**src/rtl/thc_pkg.sv**
```systemverilog
// ----------------------------------------------------------------------------
// thc_pkg
// Shared types and constants of the tilt-compensated heading core.
// ----------------------------------------------------------------------------
package thc_pkg;

  // Fixed-point formats
  localparam int Q_BITS      = 30;             // sines and cosines, 1.0 = 2^30
  localparam int ROOT_W      = Q_BITS + 1;     // floor square root of a value <= 2^60
  localparam int RAD_W       = 2 * ROOT_W;     // radicand width
  localparam int XY_W        = 52;             // horizontal field components
  localparam int Z_W         = 33;             // angle accumulator, 2^-22 degree
  localparam int HEADING_W   = 15;
  localparam int HEADING_SHIFT = 16;           // 2^-22 degree down to 1/64 degree
  localparam int HEADING_LIMIT = 23040;        // 360 degrees in 1/64 degree
  localparam int TABLE_LEN   = 24;

  localparam longint ANG_DEG = 64'sd4194304;   // one degree in accumulator units
  localparam longint ANG_180 = 180 * ANG_DEG;
  localparam longint ANG_360 = 360 * ANG_DEG;

  // atan(2^-i) in nano-degrees
  localparam longint ATAN_NDEG [TABLE_LEN] = '{
    64'sd45000000000, 64'sd26565051177, 64'sd14036243468, 64'sd7125016349,
    64'sd3576334375,  64'sd1789910608,  64'sd895173710,   64'sd447614171,
    64'sd223810500,   64'sd111905677,   64'sd55952892,    64'sd27976453,
    64'sd13988227,    64'sd6994114,     64'sd3497057,     64'sd1748528,
    64'sd874264,      64'sd437132,      64'sd218566,      64'sd109283,
    64'sd54642,       64'sd27321,       64'sd13660,       64'sd6830
  };

  // Angle table entry in accumulator units, rounded
  function automatic longint atan_unit(input int unsigned idx);
    return (ATAN_NDEG[idx] * ANG_DEG + 64'sd500000000) / 64'sd1000000000;
  endfunction

  // Input transfer
  typedef struct packed {
    logic signed [15:0] accel_x;
    logic signed [15:0] accel_y;
    logic signed [15:0] mag_x;
    logic signed [15:0] mag_y;
    logic signed [15:0] mag_z;
  } sample_t;

  // Result transfer
  typedef struct packed {
    logic [HEADING_W-1:0] heading;
    logic                 tilt_saturated;
  } result_t;

  // Carried alongside the pitch cosine root
  typedef struct packed {
    logic signed [31:0] sp;
    logic signed [15:0] ay;
    logic signed [15:0] mx;
    logic signed [15:0] my;
    logic signed [15:0] mz;
    logic               sat;
  } side1_t;

  // One stage of the roll sine divider
  typedef struct packed {
    logic [ROOT_W-1:0]  cp;
    logic [ROOT_W-1:0]  rem;
    logic [ROOT_W-1:0]  quo;
    logic               lsb;
    logic               clamp;
    logic               azero;
    logic               ay_neg;
    logic               sat;
    logic signed [31:0] sp;
    logic signed [15:0] mx;
    logic signed [15:0] my;
    logic signed [15:0] mz;
  } div_t;

  // Carried alongside the roll cosine root
  typedef struct packed {
    logic signed [31:0] sr;
    logic signed [31:0] sp;
    logic [ROOT_W-1:0]  cp;
    logic signed [15:0] mx;
    logic signed [15:0] my;
    logic signed [15:0] mz;
    logic               sat;
  } side2_t;

endpackage

```
**src/rtl/thc_isqrt.sv**
```systemverilog
// ----------------------------------------------------------------------------
// thc_isqrt
// Pipelined floor square root, one root bit per stage, with a sideband.
// ----------------------------------------------------------------------------
module thc_isqrt #(
  parameter int SIDE_W = 1
) (
  input  logic                        clk_i,
  input  logic                        rst_ni,
  input  logic                        valid_i,
  input  logic [thc_pkg::RAD_W-1:0]   rad_i,
  input  logic [SIDE_W-1:0]           side_i,
  output logic                        valid_o,
  output logic [thc_pkg::ROOT_W-1:0]  root_o,
  output logic [SIDE_W-1:0]           side_o
);

  localparam int STEPS = thc_pkg::ROOT_W;
  localparam int RAD_W = thc_pkg::RAD_W;
  localparam int REM_W = thc_pkg::ROOT_W + 2;

  logic              vld_q  [STEPS];
  logic [RAD_W-1:0]  rad_q  [STEPS];
  logic [REM_W-1:0]  rem_q  [STEPS];
  logic [STEPS-1:0]  root_q [STEPS];
  logic [SIDE_W-1:0] side_q [STEPS];

  for (genvar k = 0; k < STEPS; k++) begin : g_step
    logic              vld_in;
    logic [RAD_W-1:0]  rad_in;
    logic [REM_W-1:0]  rem_in;
    logic [STEPS-1:0]  root_in;
    logic [SIDE_W-1:0] side_in;
    logic [REM_W+1:0]  rem_sh;
    logic [REM_W+1:0]  trial;
    logic              take;

    // Select the previous stage or the input
    if (k == 0) begin : g_first
      assign vld_in  = valid_i;
      assign rad_in  = rad_i;
      assign rem_in  = '0;
      assign root_in = '0;
      assign side_in = side_i;
    end else begin : g_next
      assign vld_in  = vld_q[k-1];
      assign rad_in  = rad_q[k-1];
      assign rem_in  = rem_q[k-1];
      assign root_in = root_q[k-1];
      assign side_in = side_q[k-1];
    end

    // Bring down two radicand bits and try the next root bit
    assign rem_sh = {rem_in, rad_in[RAD_W-1 -: 2]};
    assign trial  = (REM_W+2)'({root_in, 2'b01});
    assign take   = (rem_sh >= trial);

    always_ff @(posedge clk_i or negedge rst_ni) begin
      if (!rst_ni) begin
        vld_q[k] <= 1'b0;
      end else begin
        vld_q[k] <= vld_in;
      end
    end

    always_ff @(posedge clk_i) begin
      rad_q[k]  <= {rad_in[RAD_W-3:0], 2'b00};
      rem_q[k]  <= take ? REM_W'(rem_sh - trial) : REM_W'(rem_sh);
      root_q[k] <= {root_in[STEPS-2:0], take};
      side_q[k] <= side_in;
    end
  end

  assign valid_o = vld_q[STEPS-1];
  assign root_o  = root_q[STEPS-1];
  assign side_o  = side_q[STEPS-1];

endmodule

```
**config.mk**
```make
export PLATFORM = sky130hd
export DESIGN_NAME = thc_isqrt
export DESIGN_NICKNAME = d
export VERILOG_FILES = /design/src/rtl/thc_pkg.sv /design/src/rtl/thc_isqrt.sv
export SDC_FILE = /design/constraint.sdc
export NUM_CORES = 2
export LEC_CHECK = 0
export ABC_CLOCK_PERIOD_IN_PS = 10900
export CAP_MARGIN = 20
export CORE_MARGIN = 8
export CORE_UTILIZATION = 40
export CTS_BUF_LIST = sky130_fd_sc_hd__clkbuf_4 sky130_fd_sc_hd__clkbuf_8
export CTS_CLUSTER_SIZE = 40
export DETAILED_ROUTE_END_ITERATION = 8
export DONT_BUFFER_PORTS = 1
export PLACE_DENSITY_LB_ADDON = 0.1
export RECOVER_POWER = 50
export SLEW_MARGIN = 10
export SYNTH_ARGS = -nofsm -noshare
export SYNTH_HDL_FRONTEND = slang
export SYNTH_SLANG_ARGS = --single-unit
```
**constraint.sdc**
```tcl
create_clock -name clk_i -period 10.9 [get_ports clk_i]
set_input_delay 2.18 -clock clk_i [delete_from_list [all_inputs] [get_ports clk_i]]
set_output_delay 2.18 -clock clk_i [all_outputs]
set_load 0.005 [all_outputs]
```
==> out/results.tsv <==
stage	metric	value	unit
status	status	completed	
worst_hold_path	worst hold stages	0	
clocking	cts hold-fix bufs	0	
clocking	post-cts resize count	0	
floorplanning	Starting Density	40.2	%
global_routing	largest net degree at the start of global routing	60	
sta	Final Hold Viols	0	
clocking	total CTS buffers	407	
sta	RSZ-0062 raised after global routing	false	
drt	WL/cell	16.4	µm
worst_hold_path	Tightest Hold Check Type	register to register	
global_routing	total global routing overflow	0	
clocking	CTS tree	yes	
critical_path	reg2reg setup slack	6.69	ns
drt	drt via density	4.95	
critical_path	CP Capture Type	register	
synthesis	Mean Syn Cell Area	10.2	µm²
floorplanning	Die ar.	0.236	mm²
sta	worst-case hold slack	0.293	ns
critical_path	CP arrival	5.07	ns
power	Combinational Power Share	15.2	%
clocking	Worst-path clk slew	0.06	ns
drt	DR pass1 iterations	6	
synthesis	#FFs+latches synth	2430	
power	switching share of power	28.1	%
worst_hold_path	worst hold start	rad_q[0][470]	
sta	Max Slew Vio Count	0	
synthesis	top cell type's share of synthesized area	54.4	%
floorplanning	Die Y	486	µm
critical_path	CP Max Fanout	37	
final_layout	Nets	9486	
placement	GPL Wtd Cong	0.862	
synthesis	Post-synth EDFFs	0	
critical_path	critical path type	register to register	
power	P_sw	6.58	mW
synthesis	Primary FF master, synth	dfxtp_1	
clocking	# H-tree levels	5	
run	max_cap viols	0	
clocking	post-CTS setup buffer count	0	
floorplanning	Top Ports	99	
critical_path	Required @ worst endpoint	11.76	ns
critical_path	worst r2r src	root_q[23][8]	
power	Clk pwr share	35.8	%
clocking	CTS Root Cell	clkbuf_8	
power	leakage power	46.8	nW
clocking	clk buf depth	4	
critical_path	most frequent CP cell	a2111oi_0	
floorplanning	core area	0.220	mm²
synthesis	post-synth top area cell	dfxtp_1	
power	Power Density	234	mW/mm²
critical_path	RR Endpoint	rem_q[6][14]	
synthesis	sequential share of the synthesized area	55.3	%
critical_path	R2R depth	11	
synthesis	async set-reset flop share out of synthesis	1.28	%
global_routing	initial antenna violation count	5	
global_routing	global-route wire length before repair	317000	µm
final_layout	fillcell total	21000	
critical_path	slowest stage cell on the critical path	or4_1	
sta	Final min period	4.21	ns
critical_path	Worst path max stage delay	0.82	ns
drt	ANT nets after route	0	
sta	Final Skew	0.0860	ns
power	IR drop worst, VDD	0.143	mV
final_layout	Syn-to-layout area delta	13.5	%
placement	IO Port Bufs	0	
sta	slew of the pin with the lowest slew margin	1.03	ns
final_layout	layout cell share with drive strength beyond 1	9.61	%
final_layout	fin area	0.100	mm²
power	Int Pwr	16.8	mW
critical_path	worst path cell trace	inv_1 > ha_1 > a21o_1 > a2111oi_0 > a21oi_1 > a2111oi_0 > dlymetal6s2s_1 > o21ai_0 > or4_1 > buf_4 > mux2_1	
drt	final wirelength	198000	µm
placement	dpl cell area	0.0914	mm²
critical_path	CP Launch Type	register	
sta	Max Fclk	238	MHz
global_routing	GRT Total Usage	16.4	%
worst_hold_path	Hold Path End	rad_q[0][532]	
synthesis	synthesized cell area	0.0882	mm²
drt	DRC Markers	0	
clocking	Clk Latency, worst-skew pair	1.06	ns
synthesis	Post-Syn Nets	9219	
placement	Post-DP HPWL	149000	µm
synthesis	synth top area cells	dfxtp_1 54%, ha_1 7.5%, xor2_1 4.4%	
synthesis	most frequent cell after synthesis	dfxtp_1	
floorplanning	Die X	486	µm
sta	Final Cycle Share	38.6	%
sta	Final setup viols	0	
drt	Vias	59700	
power	sequential share of power	49.0	%
drt	DR iter-0 viols	3262	
synthesis	Yosys cell types	93	
global_routing	vias in the first global route	60000	
synthesis	synth warn	0	
synthesis	top post-synthesis cells by count	2399 x dfxtp_1, 650 x inv_1, 612 x nand2_1	
clocking	clk sinks	2430	
synthesis	Mapped Cells	8625	
floorplanning	Rows	172	
sta	Post-Route Setup TNS	0	ns
sta	slew margin rel.	31.4	%
## layer usage
layer / wire, µm / up-vias / global-route usage [%] / share of wire [%]
met5: 0 / - / 0 / 0
met4: 6720 / 0 / 6.05 / 3.4
met3: 9100 / 432 / 3.18 / 4.6
met2: 95500 / 1200 / 28.6 / 48
met1: 86900 / 27900 / 20.1 / 44
li1: - / 30200 / - / -
## layout by cell type, fill, tap and decap left out, drive strengths merged, types with 122 or more instances in the layout
master | synthesis | layout
nor4 | 122 | 122
nor2 | 515 | 515
a21o | 211 | 211
inv | 650 | 655
xnor2 | 335 | 335
ha | 528 | 528
nand2 | 612 | 612
nor3 | 223 | 223
clkbuf | 145 | 609
nand3 | 123 | 123
xor2 | 439 | 439
dfxtp | 2399 | 2399
o21ai | 476 | 476
a21oi | 509 | 509
## sequential cells by signal, indices dropped and copies added, names as in the netlist
name and flops:
rad_q 930, rem_q 942, valid_o 1, side_q 31
g_step.vld_in 30, root_q 496
## logic make-up after synthesis
family | share of synthesized area (%)
AO/OA/AOI/OAI | 12.3
XOR/XNOR | 7.68
adder cells (fa/ha/maj) | 7.49
buffers and inverters | 3.51
flip-flops | 55.3
multiplexers | 1.09
other | 0.00425
AND/OR/NAND/NOR | 12.7
## metrics by stage
step           instances  power, mW  utilization [%]  worst slack, ns
2_1_floorplan       8625       14.0                -             7.47
3_3_place_gp       11400       15.2             41.6             6.33
3_5_place_dp       11400       15.3             41.6             6.29
4_1_cts            12000       23.8             45.6             6.21
5_1_grt            12100       24.8             45.6             6.45
6_report           12100       23.4             45.6             6.69
## final cells by class
cell class / instances / area [µm²] / share of cell area (%)
antenna: 6 / 15.0 / 0.0150
clock buffer: 609 / 7720 / 7.72
clock inverter: 87 / 920 / 0.919
inverter: 651 / 2440 / 2.44
multi-input combinational: 5376 / 36400 / 36.4
sequential: 2430 / 48800 / 48.8
tap: 2871 / 3590 / 3.59
timing repair buffer: 26 / 204 / 0.204
## worst max-delay path: cells and delay by family, from the launching register on
family                   cells  cell delay (ns)
AO/OA/AOI/OAI                5             1.51
adder cells (fa/ha/maj)      1             0.37
buffers and inverters        3             0.66
flip-flops                   1             0.32
multiplexers                 1             0.36
AND/OR/NAND/NOR              1             0.82
## worst max path at each step
| stage | startpoint | end | slack (ns) | cells after the start |
|---|---|---|---|---|
| after detailed placement | root_q[23][8] | rem_q[6][14] | 6.29 | 10 |
| after CTS | root_q[23][8] | rem_q[6][14] | 6.21 | 10 |
| final | root_q[23][8] | rem_q[6][14] | 6.69 | 11 |
| after global routing | root_q[23][3] | rem_q[6][10] | 6.45 | 11 |
| after global placement | root_q[23][6] | rem_q[6][14] | 6.33 | 10 |
| after floorplan | root_q[23][6] | rem_q[6][11] | 7.47 | 12 |
## power by group through the flow
stage,sequential (mW),combinational (mW),clock [mW]
3_5_place_dp,11.7,3.58,0
2_1_floorplan,11.2,2.81,0
4_1_cts,11.5,3.60,8.72
5_1_grt,11.6,4.02,9.13
3_3_place_gp,11.7,3.56,0
6_report,11.5,3.56,8.37
Power figures use the tool's default switching activity.
